===== src/rtl/core/button_mouse_motion_generator_defines.svh =====
// Assertion macros for the button mouse motion generator.
// Used by the top level; needs a clk and an active-low rst_n in scope.
`ifndef BUTTON_MOUSE_MOTION_GENERATOR_DEFINES_SVH
`define BUTTON_MOUSE_MOTION_GENERATOR_DEFINES_SVH

`ifndef SYNTHESIS

// Property checked on every clock edge outside reset.
`define BMMG_ASSERT(lbl, prop) \
  lbl: assert property (@(posedge clk) disable iff (!rst_n) prop) \
    else $error("bmmg assertion failed");

// Property checked on every clock edge, reset included.
`define BMMG_ASSERT_ALWAYS(lbl, prop) \
  lbl: assert property (@(posedge clk) prop) \
    else $error("bmmg assertion failed");

`else

`define BMMG_ASSERT(lbl, prop)
`define BMMG_ASSERT_ALWAYS(lbl, prop)

`endif

`endif


===== src/rtl/core/bmmg_pkg.sv =====
// Shared types, constants and circle tables of the button mouse motion generator.
// No dependencies.
package bmmg_pkg;

  // Circle table geometry: one entry per 2 degrees.
  localparam int CIRCLE_STEPS = 180;
  localparam int ANGLE_W      = $clog2(CIRCLE_STEPS);

  // Configuration register widths and reset values.
  localparam int GAIN_W  = 7;
  localparam int STEP_W  = 10;
  localparam int CFG_W   = 10;
  localparam int CFG_IDX_W = 2;
  localparam logic [GAIN_W-1:0] START_GAIN_RST = 7'd3;
  localparam logic [GAIN_W-1:0] GAIN_CAP_RST   = 7'd30;
  localparam logic [STEP_W-1:0] STEP_MS_RST    = 10'd100;

  // Configuration register indexes.
  localparam logic [CFG_IDX_W-1:0] CFG_START_GAIN = 2'd0;
  localparam logic [CFG_IDX_W-1:0] CFG_GAIN_CAP   = 2'd1;
  localparam logic [CFG_IDX_W-1:0] CFG_STEP_MS    = 2'd2;

  // Saturation point of the hold step counters.
  localparam logic [GAIN_W-1:0] STEPS_MAX = '1;

  typedef struct packed {
    logic [GAIN_W-1:0] start_gain;
    logic [GAIN_W-1:0] gain_cap;
    logic [STEP_W-1:0] ms_per_gain_step;
  } bmmg_cfg_t;

  typedef struct packed {
    logic left_pressed;
    logic right_pressed;
    logic up_pressed;
    logic down_pressed;
    logic mode_pressed;
    logic report_due;
  } bmmg_in_t;

  typedef struct packed {
    logic              report_valid;
    logic signed [7:0] delta_x;
    logic signed [7:0] delta_y;
    logic              mode_led;
  } bmmg_out_t;

  // Truncated 10*sin and 10*cos, one entry per 2 degrees.
  localparam logic signed [4:0] SIN_TAB [CIRCLE_STEPS] = '{
    5'sd0, 5'sd0, 5'sd0, 5'sd1, 5'sd1, 5'sd1, 5'sd2, 5'sd2, 5'sd2, 5'sd3,
    5'sd3, 5'sd3, 5'sd4, 5'sd4, 5'sd4, 5'sd4, 5'sd5, 5'sd5, 5'sd5, 5'sd6,
    5'sd6, 5'sd6, 5'sd6, 5'sd7, 5'sd7, 5'sd7, 5'sd7, 5'sd8, 5'sd8, 5'sd8,
    5'sd8, 5'sd8, 5'sd8, 5'sd9, 5'sd9, 5'sd9, 5'sd9, 5'sd9, 5'sd9, 5'sd9,
    5'sd9, 5'sd9, 5'sd9, 5'sd9, 5'sd9, 5'sd9, 5'sd9, 5'sd9, 5'sd9, 5'sd9,
    5'sd9, 5'sd9, 5'sd9, 5'sd9, 5'sd9, 5'sd9, 5'sd9, 5'sd9, 5'sd8, 5'sd8,
    5'sd8, 5'sd8, 5'sd8, 5'sd8, 5'sd7, 5'sd7, 5'sd7, 5'sd7, 5'sd6, 5'sd6,
    5'sd6, 5'sd6, 5'sd5, 5'sd5, 5'sd5, 5'sd5, 5'sd4, 5'sd4, 5'sd4, 5'sd3,
    5'sd3, 5'sd3, 5'sd2, 5'sd2, 5'sd2, 5'sd1, 5'sd1, 5'sd1, 5'sd0, 5'sd0,
    5'sd0, 5'sd0, 5'sd0, -5'sd1, -5'sd1, -5'sd1, -5'sd2, -5'sd2, -5'sd2, -5'sd3,
    -5'sd3, -5'sd3, -5'sd4, -5'sd4, -5'sd4, -5'sd4, -5'sd5, -5'sd5, -5'sd5, -5'sd6,
    -5'sd6, -5'sd6, -5'sd6, -5'sd7, -5'sd7, -5'sd7, -5'sd7, -5'sd8, -5'sd8, -5'sd8,
    -5'sd8, -5'sd8, -5'sd8, -5'sd9, -5'sd9, -5'sd9, -5'sd9, -5'sd9, -5'sd9, -5'sd9,
    -5'sd9, -5'sd9, -5'sd9, -5'sd9, -5'sd9, -5'sd9, -5'sd9, -5'sd9, -5'sd9, -5'sd9,
    -5'sd9, -5'sd9, -5'sd9, -5'sd9, -5'sd9, -5'sd9, -5'sd9, -5'sd9, -5'sd8, -5'sd8,
    -5'sd8, -5'sd8, -5'sd8, -5'sd8, -5'sd7, -5'sd7, -5'sd7, -5'sd7, -5'sd6, -5'sd6,
    -5'sd6, -5'sd6, -5'sd5, -5'sd5, -5'sd5, -5'sd5, -5'sd4, -5'sd4, -5'sd4, -5'sd3,
    -5'sd3, -5'sd3, -5'sd2, -5'sd2, -5'sd2, -5'sd1, -5'sd1, -5'sd1, 5'sd0, 5'sd0
  };

  localparam logic signed [4:0] COS_TAB [CIRCLE_STEPS] = '{
    5'sd10, 5'sd9, 5'sd9, 5'sd9, 5'sd9, 5'sd9, 5'sd9, 5'sd9, 5'sd9, 5'sd9,
    5'sd9, 5'sd9, 5'sd9, 5'sd8, 5'sd8, 5'sd8, 5'sd8, 5'sd8, 5'sd8, 5'sd7,
    5'sd7, 5'sd7, 5'sd7, 5'sd6, 5'sd6, 5'sd6, 5'sd6, 5'sd5, 5'sd5, 5'sd5,
    5'sd5, 5'sd4, 5'sd4, 5'sd4, 5'sd3, 5'sd3, 5'sd3, 5'sd2, 5'sd2, 5'sd2,
    5'sd1, 5'sd1, 5'sd1, 5'sd0, 5'sd0, 5'sd0, 5'sd0, 5'sd0, -5'sd1, -5'sd1,
    -5'sd1, -5'sd2, -5'sd2, -5'sd2, -5'sd3, -5'sd3, -5'sd3, -5'sd4, -5'sd4, -5'sd4,
    -5'sd4, -5'sd5, -5'sd5, -5'sd5, -5'sd6, -5'sd6, -5'sd6, -5'sd6, -5'sd7, -5'sd7,
    -5'sd7, -5'sd7, -5'sd8, -5'sd8, -5'sd8, -5'sd8, -5'sd8, -5'sd8, -5'sd9, -5'sd9,
    -5'sd9, -5'sd9, -5'sd9, -5'sd9, -5'sd9, -5'sd9, -5'sd9, -5'sd9, -5'sd9, -5'sd9,
    -5'sd9, -5'sd9, -5'sd9, -5'sd9, -5'sd9, -5'sd9, -5'sd9, -5'sd9, -5'sd9, -5'sd9,
    -5'sd9, -5'sd9, -5'sd9, -5'sd8, -5'sd8, -5'sd8, -5'sd8, -5'sd8, -5'sd8, -5'sd7,
    -5'sd7, -5'sd7, -5'sd7, -5'sd6, -5'sd6, -5'sd6, -5'sd6, -5'sd5, -5'sd5, -5'sd5,
    -5'sd5, -5'sd4, -5'sd4, -5'sd4, -5'sd3, -5'sd3, -5'sd3, -5'sd2, -5'sd2, -5'sd2,
    -5'sd1, -5'sd1, -5'sd1, 5'sd0, 5'sd0, 5'sd0, 5'sd0, 5'sd0, 5'sd1, 5'sd1,
    5'sd1, 5'sd2, 5'sd2, 5'sd2, 5'sd3, 5'sd3, 5'sd3, 5'sd4, 5'sd4, 5'sd4,
    5'sd4, 5'sd5, 5'sd5, 5'sd5, 5'sd6, 5'sd6, 5'sd6, 5'sd6, 5'sd7, 5'sd7,
    5'sd7, 5'sd7, 5'sd8, 5'sd8, 5'sd8, 5'sd8, 5'sd8, 5'sd8, 5'sd9, 5'sd9,
    5'sd9, 5'sd9, 5'sd9, 5'sd9, 5'sd9, 5'sd9, 5'sd9, 5'sd9, 5'sd9, 5'sd9
  };

endpackage


===== src/rtl/core/button_mouse_motion_generator.sv =====
// Button mouse motion generator: result registered in the cycle after input
// transfer. Throughput: one item per cycle unless the output is stalled; hold
// timers, mode toggle and circle table read feed the output register directly.
// Reset (rst_n low, synchronous): button mode, angle 0, hold timers and button
// history cleared, configuration back to base gain 3, cap 30, 100 ms per step.
`include "button_mouse_motion_generator_defines.svh"

module button_mouse_motion_generator
  import bmmg_pkg::*;
(
  input  logic                 clk,
  input  logic                 rst_n,
  input  logic                 in_valid,
  output logic                 in_stall,
  input  bmmg_in_t             in_data,
  output logic                 out_valid,
  input  logic                 out_stall,
  output bmmg_out_t            out_data,
  input  logic                 cfg_we,
  input  logic [CFG_IDX_W-1:0] cfg_index,
  input  logic [CFG_W-1:0]     cfg_wdata
);

  bmmg_cfg_t          cfg_r;
  logic [4:0]         prev_r;
  logic               mode_r, mode_nxt;
  logic [ANGLE_W-1:0] angle_r, angle_nxt;
  logic               out_valid_r;
  bmmg_out_t          out_data_r, out_data_nxt;
  logic               in_xfer;
  logic [3:0]         levels;
  logic [GAIN_W-1:0]  gain [4];

  // Output register is free when empty or being drained this cycle.
  assign in_stall  = out_valid_r && out_stall;
  assign in_xfer   = in_valid && !in_stall;
  assign out_valid = out_valid_r;
  assign out_data  = out_data_r;

  // Configuration writes.
  always_ff @(posedge clk) begin
    if (!rst_n) begin
      cfg_r.start_gain       <= START_GAIN_RST;
      cfg_r.gain_cap         <= GAIN_CAP_RST;
      cfg_r.ms_per_gain_step <= STEP_MS_RST;
    end else if (cfg_we) begin
      case (cfg_index)
        CFG_START_GAIN: cfg_r.start_gain       <= cfg_wdata[GAIN_W-1:0];
        CFG_GAIN_CAP:   cfg_r.gain_cap         <= cfg_wdata[GAIN_W-1:0];
        CFG_STEP_MS:    cfg_r.ms_per_gain_step <= cfg_wdata[STEP_W-1:0];
        default: ;
      endcase
    end
  end

  // Hold timers, in order left, right, up, down.
  assign levels = {in_data.down_pressed, in_data.up_pressed,
                   in_data.right_pressed, in_data.left_pressed};

  for (genvar b = 0; b < 4; b++) begin : g_hold
    bmmg_hold u_hold (
      .clk       (clk),
      .rst_n     (rst_n),
      .advance   (in_xfer),
      .level     (levels[b]),
      .prev_level(prev_r[b]),
      .cfg       (cfg_r),
      .gain      (gain[b])
    );
  end

  // Mode toggles on a rising edge of the mode button.
  assign mode_nxt = mode_r ^ (in_data.mode_pressed && !prev_r[4]);

  // Result of this tick, built from the updated mode and gains.
  always_comb begin
    angle_nxt                 = angle_r;
    out_data_nxt.report_valid = in_data.report_due;
    out_data_nxt.delta_x      = '0;
    out_data_nxt.delta_y      = '0;
    out_data_nxt.mode_led     = mode_nxt;
    if (in_data.report_due) begin
      if (!mode_nxt) begin
        if (in_data.right_pressed && !in_data.left_pressed) begin
          out_data_nxt.delta_x = $signed({1'b0, gain[1]});
        end else if (in_data.left_pressed && !in_data.right_pressed) begin
          out_data_nxt.delta_x = -$signed({1'b0, gain[0]});
        end
        if (in_data.down_pressed && !in_data.up_pressed) begin
          out_data_nxt.delta_y = $signed({1'b0, gain[3]});
        end else if (in_data.up_pressed && !in_data.down_pressed) begin
          out_data_nxt.delta_y = -$signed({1'b0, gain[2]});
        end
      end else begin
        out_data_nxt.delta_x = 8'(SIN_TAB[angle_r]);
        out_data_nxt.delta_y = 8'(COS_TAB[angle_r]);
        if (angle_r == ANGLE_W'(CIRCLE_STEPS - 1)) begin
          angle_nxt = '0;
        end else begin
          angle_nxt = angle_r + ANGLE_W'(1);
        end
      end
    end
  end

  // Tick state and output register.
  always_ff @(posedge clk) begin
    if (!rst_n) begin
      prev_r      <= '0;
      mode_r      <= 1'b0;
      angle_r     <= '0;
      out_valid_r <= 1'b0;
    end else begin
      if (in_xfer) begin
        prev_r      <= {in_data.mode_pressed, levels};
        mode_r      <= mode_nxt;
        angle_r     <= angle_nxt;
        out_valid_r <= 1'b1;
      end else if (!out_stall) begin
        out_valid_r <= 1'b0;
      end
    end
  end

  always_ff @(posedge clk) begin
    if (in_xfer) begin
      out_data_r <= out_data_nxt;
    end
  end

  // Outside reset, the angle always stays inside the table.
  `BMMG_ASSERT_ALWAYS(a_angle_range, !rst_n || angle_r < ANGLE_W'(CIRCLE_STEPS))
  // A tick without a report never moves the angle.
  `BMMG_ASSERT(a_angle_idle, in_xfer && !in_data.report_due |=> $stable(angle_r))
  // A held result carries the mode that the block currently holds.
  `BMMG_ASSERT(a_mode_led, out_valid_r |-> out_data_r.mode_led == mode_r)
  // A result without a report carries no movement.
  `BMMG_ASSERT(a_no_report_zero, out_valid_r && !out_data_r.report_valid |->
    out_data_r.delta_x == 8'sd0 && out_data_r.delta_y == 8'sd0)

endmodule


===== src/rtl/core/bmmg_hold.sv =====
// Hold timer of one direction button: counts held ticks and yields its gain.
// Depends on bmmg_pkg for widths and the configuration struct.
module bmmg_hold
  import bmmg_pkg::*;
(
  input  logic              clk,
  input  logic              rst_n,
  input  logic              advance,
  input  logic              level,
  input  logic              prev_level,
  input  bmmg_cfg_t         cfg,
  output logic [GAIN_W-1:0] gain
);

  logic [STEP_W-1:0] sub_r, sub_nxt, sub_inc, limit;
  logic [GAIN_W-1:0] steps_r, steps_nxt;
  logic [GAIN_W:0]   gain_sum;

  // A step length of zero behaves as one.
  assign limit   = (cfg.ms_per_gain_step == '0) ? STEP_W'(1) : cfg.ms_per_gain_step;
  assign sub_inc = sub_r + STEP_W'(1);

  // Fresh press clears the timer; a held button counts toward the next step.
  always_comb begin
    sub_nxt   = sub_r;
    steps_nxt = steps_r;
    if (level && !prev_level) begin
      sub_nxt   = '0;
      steps_nxt = '0;
    end else if (level) begin
      if (sub_inc >= limit) begin
        sub_nxt = '0;
        if (steps_r != STEPS_MAX) begin
          steps_nxt = steps_r + GAIN_W'(1);
        end
      end else begin
        sub_nxt = sub_inc;
      end
    end
  end

  // Gain of this tick uses the updated step count, capped by configuration.
  assign gain_sum = {1'b0, cfg.start_gain} + {1'b0, steps_nxt};
  assign gain     = (gain_sum > {1'b0, cfg.gain_cap}) ? cfg.gain_cap : gain_sum[GAIN_W-1:0];

  always_ff @(posedge clk) begin
    if (!rst_n) begin
      sub_r   <= '0;
      steps_r <= '0;
    end else if (advance) begin
      sub_r   <= sub_nxt;
      steps_r <= steps_nxt;
    end
  end

endmodule

===== config.mk =====
export PLATFORM = sky130hd
export DESIGN_NAME = button_mouse_motion_generator
export DESIGN_NICKNAME = d
export VERILOG_FILES = /design/src/rtl/core/bmmg_pkg.sv /design/src/rtl/core/button_mouse_motion_generator.sv /design/src/rtl/core/bmmg_hold.sv
export VERILOG_INCLUDE_DIRS = /design/src /design/src/rtl/core
export SDC_FILE = /design/constraint.sdc
export NUM_CORES = 1
export LEC_CHECK = 0
export BUFFER_PORTS_ARGS = -buffer_cell sky130_fd_sc_hd__buf_2
export CORE_ASPECT_RATIO = 1.25
export CORE_MARGIN = 2
export CORE_UTILIZATION = 64
export CTS_CLUSTER_DIAMETER = 150
export CTS_CLUSTER_SIZE = 25
export DETAILED_ROUTE_END_ITERATION = 6
export PLACE_DENSITY = 0.82
export SYNTH_ARGS = -nofsm -noshare
export SYNTH_HDL_FRONTEND = slang
export SYNTH_SLANG_ARGS = --single-unit

===== constraint.sdc =====
create_clock -name clk -period 8.4 [get_ports clk]
set_clock_uncertainty 0.05 [all_clocks]
set_input_delay 0.84 -clock clk [delete_from_list [all_inputs] [get_ports clk]]
set_output_delay 0.84 -clock clk [all_outputs]
set_load 0.01 [all_outputs]

* After elaboration in Yosys (flattened, before gate mapping)
Memory sizes are Yosys's and may differ from the RTL's.
Cells that the tools add are included.
** Word-level totals
- Bits in registers :: 125
- Memory bits (read-only) :: 2560
- Input port bits :: 23
- Output and inout bits :: 20
- Word-level logic and storage cells :: 135
- Memories :: 2
** Memory list
- (no name shown) :: words 256, bits a word 5, read ports 1, clocked after memory_dff 0, wr ports 0, line button_mouse_motion_generator.sv:96 : out_data_nxt.delta_y = 8'(COS_TAB[angle_r]);
- (no name shown) :: words 256, bits a word 5, read ports 1, clocked after memory_dff 0, wr ports 0, line button_mouse_motion_generator.sv:95 : out_data_nxt.delta_x = 8'(SIN_TAB[angle_r]);
** Operators by class
- Add/subtract/negate cells :: 15
- Order comparisons :: 9
- Eq/ne operators :: 8
- Muxes and demuxes :: 45
- Bitwise logic cells :: 2
- Reduce and logical (&&, ||, !) cells :: 35
** Operators by type and width (number)
- 7-bit 2-to-1 mux :: 20
- 10-bit 2-to-1 mux :: 13
- 10-bit by 1-bit adder with 10-bit output, second input constant :: 4
- 10-bit >= comparator :: 4
- 8-bit 2-to-1 mux :: 5
- 7-bit by 7-bit adder with 8-bit output :: 4
- 8-bit by 7-bit greater-than comparator with 1-bit output :: 4
- 7-bit by 1-bit adder with 7-bit output, second input constant :: 4
- 7-bit != test, second input constant :: 4
- 5-bit 2-to-1 mux :: 4
- 16-bit 2-to-1 mux :: 1
- 7-bit negation with 8-bit output :: 2
- 2-bit AND reduction :: 7
- 1-bit logical AND :: 11
- 1-bit logical NOT :: 10
- 10-bit logical NOT :: 1
- 9-bit >= comparator, second input constant :: 1
- 8-bit inverter with 9-bit output :: 1
- 8-bit by 1-bit adder with 8-bit output, second input constant :: 1
- 8-bit equality test, second input constant :: 1
- 2-bit nonzero test :: 4
- 3-bit AND reduction :: 1
- 2-bit by 1-bit equality test with 1-bit output, second input constant :: 1
- 2-bit equality test, second input constant :: 1
- other kinds (4) :: 5

* Depth between registers and ports, before layout
Gate-level depths: netlist of the first run.
- Word-level depth :: 13
- Mapped depth :: 32
- Gate-level depth less buffers :: 29

* Hierarchy
A second synthesis of the first run with hierarchy kept.
** Second synthesis, totals
- Cells, all modules :: 1376
- Area, all modules :: 11327.1 sq um
** By module, submodules not included
- bmmg_hold at g_hold[0].u_hold ... :: instances 3, cells each 230, area an instance 1843.0 sq um, sequential area each 340.3 sq um
- button_mouse_motion_generator :: instances 1, cells each 455, area an instance 3953.8 sq um, sequential area each 1321.3 sq um
- bmmg_hold at g_hold[1].u_hold :: instances 1, cells each 231, area an instance 1844.3 sq um, sequential area each 340.3 sq um

* Least setup slack after synthesis of the first run
OpenSTA, ideal clock, no wires.
- Kind :: reg2reg
- From :: register g_hold[2].u_hold.sub_r[2]
- To :: register out_data_r, in the netlist out_data[5] (data pin)
- Library setup time :: 0.259 ns
- Arrival time :: 6.179 ns
- Slack :: 1.912 ns
- Cell stages (with the launch flop) :: 31
- Path buffers :: 1
- Clock period less this slack :: 6.488 ns
- Cells stage by stage :: dfxtp_1 > and3_1 > and3_1 > nand3_1 > xnor2_1 > ha_1 > and3_1 > a221oi_1 > o21a_1 > clkbuf_1 > o21ai_0 > a21oi_1 > ha_1 > fa_1 > a21o_2 > a21oi_1 > or4b_1 > o2111ai_1 > ha_1 > a21o_1 > mux2_2 > o31a_1 > nor2_1 > nor2_1 > a21oi_1 > ha_1 > o211ai_1 > xor2_1 > nand3_1 > a21oi_1 > o31a_1
** Between the ends
- Longest elaborated chain between the ends :: 12
** RTL lines
- start, declared :: line bmmg_hold.sv:15 : logic [STEP_W-1:0] sub_r, sub_nxt, sub_inc, limit;
- start signal, assigned :: line bmmg_hold.sv:51 : sub_r <= sub_nxt;
- 10-bit by 1-bit adder with 10-bit output * :: line bmmg_hold.sv:21 : assign sub_inc = sub_r + STEP_W'(1);
- 10-bit >= comparator * :: line bmmg_hold.sv:31 : if (sub_inc >= limit) begin
- 7-bit 2-to-1 mux * :: line bmmg_hold.sv:31
- 7-bit 2-to-1 mux * :: line bmmg_hold.sv:30 : end else if (level) begin
- 7-bit 2-to-1 mux * :: line bmmg_hold.sv:27 : if (level && !prev_level) begin
- named net g_hold[2].u_hold.steps_nxt[0] :: line bmmg_hold.sv:16 : logic [GAIN_W-1:0] steps_r, steps_nxt;
- 7-bit by 7-bit adder with 8-bit output * :: line bmmg_hold.sv:43 : assign gain_sum = {1'b0, cfg.start_gain} + {1'b0, steps_nxt};
- 8-bit by 7-bit greater-than comparator with 1-bit output :: line bmmg_hold.sv:44 : assign gain = (gain_sum > {1'b0, cfg.gain_cap}) ? cfg.gain_cap : gain_sum[GAIN_W-1:0];
- 7-bit 2-to-1 mux * :: line bmmg_hold.sv:44
- 7-bit negation with 8-bit output * :: line button_mouse_motion_generator.sv:92 : out_data_nxt.delta_y = -$signed({1'b0, gain[2]});
- 8-bit 2-to-1 mux * :: line button_mouse_motion_generator.sv:91 : end else if (in_data.up_pressed && !in_data.down_pressed) begin
- 8-bit 2-to-1 mux * :: line button_mouse_motion_generator.sv:89 : if (in_data.down_pressed && !in_data.up_pressed) begin
- 16-bit 2-to-1 mux * :: line button_mouse_motion_generator.sv:83 : if (!mode_nxt) begin
- end signal, assigned :: line button_mouse_motion_generator.sv:127 : out_data_r <= out_data_nxt;
- end, declared :: line button_mouse_motion_generator.sv:29 : bmmg_out_t out_data_r, out_data_nxt;
The timed path passes the listed nets; every way through them passes the cells marked *.
A chain may end at the register's enable or synchronous reset.

* Final worst setup path of the first run
- From :: register g_hold[2].u_hold.sub_r[2]
- To :: register out_data_r, in the netlist out_data[7] (data pin)
Same word-level chain as after synthesis.

==> impl_metrics.yaml, run 1 <==
clock_network:
  cts.path.max_buffers: 2
  cts_hold_buf: 0
  clk_latency_ns: 0.43
  numCtsBuffers: 17
  postCtsSetupRepairBufs: 0
  cts_tree: "yes"
  cts.sinks: 125
  cts_resized: 0
  h-tree-depth: 4
  clkTransAtPathRegs_ns: 0.06
  clockRootBuffer: "clkbuf_16"
setup_path:
  worst_r2r_startpoint: "g_hold[2].u_hold.sub_r[2]"
  crit_type: "flop to flop"
  critPathMaxFanout: 17
  start_kind: "flop"
  cp-end-kind: "flop"
  r2r_cells: 28
  arrival_ns: 7.64
  cp.required_ns: 8.61
  rr_endpoint: "out_data[7]"
  max_stage_delay_ns: 0.54
  crit_top_cell: "ha_1"
  r2r_slack_ns: 0.97
  critPathSlowestCell: "o21a_1"
drt:
  initialDrtViolationCount: 1040
  drc: 0
  routed_wl_um: 30600
  vias_per_cell: 6.60
  drtPass1Iterations: 5
  wl_per_cell_um: 18.3
  vias: 10997
  ant_nets: 0
yosys:
  synthFlopType: "dfxtp_1"
  syn_area_per_cell_um2: 7.80
  yosysMostFrequentCell: "nand2_1"
  ys_async_sr_fraction: 0
  syn_nets: 1568
  synth_area_leaders: "dfxtp_1, ha_1, a21oi_1"
  yosysUniqueCellTypes: 86
  synth_top_area_frac: 0.192
  synth_area_leader_cell: "dfxtp_1"
  syn_inst: 1429
  ys_ff_latch: 125
  synth-seq-area-share: 0.241
  yosysWarnings: 0
  synth_common_cells: "nand2_1, ha_1, nor2_1, a21oi_1, dfxtp_1"
  syn_area_mm2: 0.0111
  synth_edf_count: 18
sta:
  hold_viol_final: 0
  worst_hold_slack_ns: 0.408
  setup_tns_ns: 0
  rsz0062_at_grt: "no"
  period_share: 0.884
  setup_viol: 0
  period_needed_ns: 7.43
  fmaxAchievable_mhz: 135
  maxSlewViolCount: 0
  tightest_slew_ns: 1.01
  slew_headroom: 0.323
  setup_slack_ns: 0.973
pwr:
  peakVddDrop_mv: 0.130
  pwr-share-seq: 0.393
  combPwrFrac: 0.128
  total_power_mw: 1.62
  netSwitchingFraction: 0.281
  power_frac_clock: 0.479
  p_int_mw: 1.16
  p_leak_nw: 5.04
  p_sw_uw: 455
  p_per_area_mw_per_mm2: 134
global_route:
  grt_usage: 0.339
  grt_first_pass_wirelength_um: 50600
  grt_max_degree: 65
  grt_pass1_vias: 10643
  grt.overflow.total: 0
  antenna_found_initial: 0
die:
  initial_core_util: 0.659
  chipHeight_um: 152
  core_area_mm2: 0.0169
  io_pins: 43
  die-area_mm2: 0.0185
  die_w_um: 122
  fp-row-count: 53
layout:
  area_growth_pct: 8.25
  diodes: 0
  drive_gt1_frac: 0.0774
  final_core_util: 0.714
  finalNonFillerCells: 1667
  final_area_mm2: 0.0121
  nets: 1573
run:
  maxCapViolCount: 0
placed_design:
  globalplace.congestion: 0.945
  place_area_mm2: 0.0115
  place_inst: 1635
  portBuffers: 42
  place_hpwl_um: 22300
  dpl_worst_slack_ns: 1.13
status:
  status: "completed"
hold_path:
  hold_path_class: "flop to flop"
  hold_end: "cfg_r[3]"
  hold_depth: 2
  hold_start: "cfg_r[3]"
## flip-flops by register name, summed over array words and instances, names as in the netlist
register / flops
angle_r: 8
out_valid: 1
prev_r: 5
cfg_r: 24
mode_r: 1
out_data: 18
g_hold.u_hold.sub_r: 40
g_hold.u_hold.steps_r: 28
## how the worst max path moves through the flow
stage                                    startpoint           end  slack [ns]  cells past startpoint
after floorplan           g_hold[2].u_hold.sub_r[2]   out_data[5]        1.91                     30
final                     g_hold[2].u_hold.sub_r[2]   out_data[7]        0.97                     28
after global routing      g_hold[2].u_hold.sub_r[0]   out_data[7]        0.46                     28
after detailed placement  g_hold[2].u_hold.sub_r[2]   out_data[7]        1.13                     28
after CTS                 g_hold[2].u_hold.sub_r[2]   out_data[7]        1.09                     28
after global placement    g_hold[0].u_hold.sub_r[0]  out_data[13]        1.42                     27
## power by group through the flow
| stage | registers, mW | clock network, mW | logic [mW] |
|---|---|---|---|
| 6_report | 0.636 | 0.775 | 0.207 |
| 5_1_grt | 0.638 | 0.802 | 0.227 |
| 4_1_cts | 0.636 | 0.778 | 0.203 |
| 3_5_place_dp | 0.649 | 0 | 0.201 |
| 3_3_place_gp | 0.648 | 0 | 0.196 |
| 2_1_floorplan | 0.648 | 0 | 0.137 |
## placed cells by master (no fill, tap or decap), types with 14 or more instances in the layout
| master | instances |
|---|---|
| inv_1 | 52 |
| a21o_1 | 18 |
| a211oi_1 | 14 |
| o21ai_0 | 76 |
| nand2b_1 | 38 |
| edfxtp_1 | 18 |
| mux2i_1 | 21 |
| dfxtp_1 | 107 |
| nand2_1 | 144 |
| nor3_1 | 34 |
| nand4_1 | 17 |
| o21a_1 | 24 |
| buf_2 | 42 |
| nand3_1 | 66 |
| and3_1 | 29 |
| xor2_1 | 25 |
| nor2b_1 | 24 |
| ha_1 | 112 |
| a31oi_1 | 24 |
| a21oi_1 | 108 |
| nor2_1 | 112 |
| clkbuf_16 | 18 |
| o211ai_1 | 21 |
| xnor2_1 | 50 |
## cell families (layout without fill, tap and decap cells)
| logic type | count (synthesis) | count (layout) | share of synthesized area |
|---|---|---|---|
| flip-flops | 125 | 125 | 0.241 |
| buffers and inverters | 119 | 137 | 0.0409 |
| AO/OA/AOI/OAI | 415 | 415 | 0.250 |
| AND/OR/NAND/NOR | 549 | 549 | 0.247 |
| XOR/XNOR | 75 | 75 | 0.0589 |
| adder cells (fa/ha/maj) | 118 | 118 | 0.135 |
| multiplexers | 28 | 28 | 0.0279 |
## area by class of cell
cell class / count / area [um^2]
Tap cell: 220 / 275
Inverter: 53 / 199
Clock inverter: 13 / 151
Sequential cell: 125 / 2680
Timing Repair Buffer: 52 / 285
Clock buffer: 19 / 464
Multi-Input combinational cell: 1185 / 8010
Fill cell: 1410 / 4840
## routing by layer
layer  global-route usage  part of all wire  wire length [um]  up-vias
met5                    0                 0                 0        -
met4                0.174             0.042              1290        0
met3               0.0494             0.058              1770       88
met2                0.591              0.49             14900      421
met1                0.403              0.41             12600     5168
li1                     -                 -                 -     5320
## worst max-delay path: cells and delay by family (launching register included)
kind | cells | cell delay [ns]
compound gates | 10 | 2.46
xor+xnor | 2 | 0.41
fa+ha+maj | 5 | 1.65
flops | 1 | 0.42
mux | 1 | 0.32
simple gates | 10 | 1.92
(Power assumes the default switching activity.)
==> inputs of run 2 (changes only) <==
--- a/config.mk
+++ b/config.mk
@@ -13,7 +13,7 @@
 export CTS_CLUSTER_DIAMETER = 150
 export CTS_CLUSTER_SIZE = 25
 export DETAILED_ROUTE_END_ITERATION = 6
-export PLACE_DENSITY = 0.82
+export PLACE_DENSITY = 0.83
 export SYNTH_ARGS = -nofsm -noshare
 export SYNTH_HDL_FRONTEND = slang
 export SYNTH_SLANG_ARGS = --single-unit
==> impl_metrics.yaml, run 2 (synthesis gave the netlist of run 1 again) <==
global_route:
  grt_usage: 0.337
  grt_first_pass_wirelength_um: 49900
  grt_max_degree: 57
  antenna_found_initial: 0
  grt_pass1_vias: 10397
  grt.overflow.total: 0
clock_network:
  postCtsSetupRepairBufs: 0
  cts_resized: 0
  cts_hold_buf: 0
  cts.path.max_buffers: 2
  cts.sinks: 125
  clkTransAtPathRegs_ns: 0.06
  clockRootBuffer: "clkbuf_16"
  h-tree-depth: 4
  numCtsBuffers: 17
  cts_tree: "yes"
  clk_latency_ns: 0.44
status:
  status: "completed"
setup_path:
  max_stage_delay_ns: 0.73
  crit_family: "compound AO/OA/AOI/OAI gates"
  critPathBufInv: 0
  critPathSlowestCell: "a21boi_1"
  crit_top_cell: "ha_1"
  cp.required_ns: 8.62
  cp-end-kind: "flop"
  arrival_ns: 7.86
  critPathMaxFanout: 21
  start_kind: "flop"
  crit_type: "flop to flop"
die:
  die_w_um: 122
  core_area_mm2: 0.0169
  chipHeight_um: 152
  fp-row-count: 53
  die-area_mm2: 0.0185
  io_pins: 43
  initial_core_util: 0.659
hold_path:
  hold_path_class: "flop to flop"
layout:
  diodes: 0
  regMostFlops: "g_hold.u_hold.sub_r"
  area_growth_pct: 8.14
  fillCellCount: 1376
  mostFrequentLayoutCell: "nand2_1"
  drive_gt1_frac: 0.0741
  final_area_mm2: 0.0121
  top_regs: "g_hold.u_hold.sub_r x40, g_hold.u_hold.steps_r x28, cfg_r x24"
  layout_common_cells: "nand2_1, nor2_1, ha_1"
  largest_reg_flops: 40
  nets: 1572
sta:
  maxSlewViolCount: 0
  rsz0062_at_grt: "no"
  setup_slack_ns: 0.753
  tightest_slew_ns: 1.06
  fmaxAchievable_mhz: 131
  period_needed_ns: 7.65
  period_share: 0.910
  setup_tns_ns: 0
  setup_viol: 0
  slew_headroom: 0.295
  hold_viol_final: 0
pwr:
  p_per_area_mw_per_mm2: 135
  p_leak_nw: 5.03
  peakVddDrop_mv: 0.171
drt:
  wl_per_cell_um: 18.6
  drtPass1Iterations: 7
  drc: 0
  initialDrtViolationCount: 1097
  vias: 11156
  vias_per_cell: 6.70
  routed_wl_um: 30900
  ant_nets: 0
placed_design:
  dpl_worst_slack_ns: 1.00
  place_area_mm2: 0.0114
  place_hpwl_um: 22300
  portBuffers: 42
  globalplace.congestion: 0.970
run:
  maxCapViolCount: 0
run 2: cell types whose count changed in the layout (fill, tap and decap cells not counted):
| cell | before | now |
|---|---|---|
| bufinv_16 | 2 | 4 |
| inv_8 | 1 | 0 |
| clkbuf_1 | 0 | 2 |
| inv_6 | 5 | 1 |
| clkbuf_16 | 18 | 17 |
| buf_4 | 10 | 9 |
| clkinvlp_4 | 3 | 2 |
| inv_4 | 0 | 1 |
run 2: routing by layer:
metal	vias to the layer above	GRT usage	share of wire
met3	116	0.0494	0.071
met1	5187	0.396	0.39
li1	5315	-	-
met2	538	0.587	0.49
met5	-	0	0
met4	0	0.186	0.050
run 2: metrics by stage:
| stage | hold WS (ns) | std cells | util | power [mW] |
|---|---|---|---|---|
| 2_1_floorplan | 0.386 | 1429 | - | 0.785 |
| 3_3_place_gp | 0.394 | 1634 | 0.677 | 0.844 |
| 3_5_place_dp | 0.400 | 1634 | 0.677 | 0.848 |
| 4_1_cts | 0.408 | 1664 | 0.713 | 1.62 |
| 5_1_grt | 0.444 | 1664 | 0.713 | 1.67 |
| 6_report | 0.407 | 1664 | 0.713 | 1.63 |
run 2: area by class of cell:
type                    count  area [um^2]  share of cell area
clock buffers              20          447              0.0371
clock inverters            10          164              0.0136
inverters                  53          199              0.0165
multi-input cells        1185         8010               0.664
flip-flops and latches    125         2680               0.223
well taps                 220          275              0.0228
repair buffers             51          278              0.0230
run 2: tightest hold or removal path, delay by kind of cell, from the launching register on:
kind / cells / cell delay (ns)
AOI/OAI and AO/OA: 1 / 0.05
DFF: 1 / 0.31
and+or+nand+nor: 1 / 0.05
run 2: final timing paths:
path	from	to	slack, ns	cells after the start
setup reg to reg	g_hold[0].u_hold.sub_r[2]	out_data[15]	0.75	26
hold / removal	prev_r[4]	prev_r[4]	0.41	2
hold reg to reg	prev_r[4]	prev_r[4]	0.41	2
setup / recovery	g_hold[0].u_hold.sub_r[2]	out_data[15]	0.75	26
run 2: where the power goes:
group	leakage (nW)	total (mW)	internal, mW	switching, mW
Clock	0.293	0.784	0.501	0.283
Combinational	3.69	0.206	0.0710	0.135
Sequential	1.05	0.636	0.623	0.0126
Total	5.03	1.63	1.20	0.431
==> inputs of run 3 (changes only) <==
--- a/config.mk
+++ b/config.mk
@@ -7,7 +7,6 @@
 export NUM_CORES = 1
 export LEC_CHECK = 0
 export BUFFER_PORTS_ARGS = -buffer_cell sky130_fd_sc_hd__buf_2
-export CORE_ASPECT_RATIO = 1.25
 export CORE_MARGIN = 2
 export CORE_UTILIZATION = 64
 export CTS_CLUSTER_DIAMETER = 150
==> impl_metrics.yaml, run 3 (synthesis gave the netlist of run 1 again) <==
layout:
  top_regs: "g_hold.u_hold.sub_r x40, g_hold.u_hold.steps_r x28, cfg_r x24"
  finalNonFillerCells: 1672
  largest_reg_flops: 40
  area_growth_pct: 8.06
  drive_gt1_frac: 0.0760
  regMostFlops: "g_hold.u_hold.sub_r"
  mostFrequentLayoutCell: "nand2_1"
  final_core_util: 0.701
  nets: 1573
  layout_common_cells: "nand2_1, nor2_1, ha_1"
  diodes: 0
die:
  fp-row-count: 48
  core_area_mm2: 0.0172
  chipHeight_um: 136
  die-area_mm2: 0.0185
  die_w_um: 136
  io_pins: 43
  initial_core_util: 0.649
sta:
  tightest_slew_ns: 1.03
  fmaxAchievable_mhz: 134
  setup_viol: 0
  rsz0062_at_grt: "no"
  period_share: 0.886
  maxSlewViolCount: 0
  worst_hold_slack_ns: 0.406
  slew_headroom: 0.311
  setup_tns_ns: 0
  period_needed_ns: 7.44
  hold_viol_final: 0
global_route:
  grt_max_degree: 50
  antenna_found_initial: 0
  grt.overflow.total: 0
  grt_first_pass_wirelength_um: 49700
  grt_usage: 0.335
  grt_pass1_vias: 10211
setup_path:
  rr_endpoint: "out_data[5]"
  crit_family: "compound AO/OA/AOI/OAI gates"
  cp.required_ns: 8.52
  worst_r2r_startpoint: "g_hold[2].u_hold.sub_r[0]"
  critPathBufInv: 0
  arrival_ns: 7.56
  max_stage_delay_ns: 0.55
  r2r_cells: 29
  critPathMaxFanout: 17
  start_kind: "flop"
  cp-end-kind: "flop"
  critPathSlowestCell: "o21a_1"
  crit_type: "flop to flop"
  r2r_slack_ns: 0.96
status:
  status: "completed"
pwr:
  p_leak_nw: 5.03
  p_per_area_mw_per_mm2: 132
  peakVddDrop_mv: 0.149
drt:
  drc: 0
  routed_wl_um: 30500
  wl_per_cell_um: 18.3
  vias_per_cell: 6.62
  vias: 11073
  ant_nets: 0
  initialDrtViolationCount: 981
  drtPass1Iterations: 6
placed_design:
  place_hpwl_um: 22100
  globalplace.congestion: 0.944
  place_inst: 1640
  portBuffers: 42
hold_path:
  hold_depth: 2
  hold_start: "cfg_r[0]"
  hold_end: "cfg_r[0]"
  hold_path_class: "flop to flop"
clock_network:
  clkTransAtPathRegs_ns: 0.06
  cts_hold_buf: 0
  clockRootBuffer: "clkbuf_16"
  cts.path.max_buffers: 2
  cts_resized: 0
  h-tree-depth: 4
  postCtsSetupRepairBufs: 0
  numCtsBuffers: 17
  clk_latency_ns: 0.43
  cts_tree: "yes"
  cts.sinks: 125
run:
  maxCapViolCount: 0
run 3: cell count changes in the layout (fill, tap and decap cells not counted), sizes merged:
cell / change
bufinv: -2
clkbuf: +2
clkinvlp: -1
inv: -2
buf: +1
clkinv: +5
run 3: layer usage:
metal	track usage	vias up	wire length, um
li1	-	5321	-
met1	0.428	5119	12700
met2	0.548	528	14000
met3	0.0570	105	2480
met4	0.161	0	1360
met5	0	-	0
run 3: stage by stage:
step	total power, mW	area [um^2]	setup slack [ns]
after floorplan	0.785	11100	1.91
after global placement	0.844	11500	1.46
after detailed placement	0.850	11500	1.16
after CTS	1.58	12000	1.10
after global routing	1.64	12000	0.479
final	1.59	12000	0.959
run 3: final cells by class:
type / instances / area [um^2]
multi-input cells: 1185 / 8010
fillers: 1463 / 5130
flip-flops and latches: 125 / 2680
clock buffers: 22 / 474
repair buffers: 52 / 285
well taps: 225 / 282
inverters: 53 / 199
clock inverters: 10 / 114
run 3: worst min-delay path: stages, from the launching register on:
cell,delay (ns)
dfxtp_1,0.31
nand2_1,0.05
a21oi_1,0.05
run 3: power breakdown:
group / switching [mW] / leakage (nW) / internal, mW
registers: 0.0128 / 1.05 / 0.623
logic: 0.137 / 3.70 / 0.0712
clock network: 0.283 / 0.290 / 0.459
run 3: how the worst max path moves through the flow:
stage	startpoint	slack (ns)	endpoint	cells past startpoint
3_5_place_dp	g_hold[2].u_hold.sub_r[2]	1.16	out_data[3]	27
4_1_cts	g_hold[2].u_hold.sub_r[2]	1.10	out_data[5]	29
6_report	g_hold[2].u_hold.sub_r[0]	0.96	out_data[5]	29
3_3_place_gp	g_hold[2].u_hold.sub_r[0]	1.46	out_data[5]	29
5_1_grt	g_hold[2].u_hold.sub_r[2]	0.48	out_data[7]	28
2_1_floorplan	g_hold[2].u_hold.sub_r[2]	1.91	out_data[5]	30
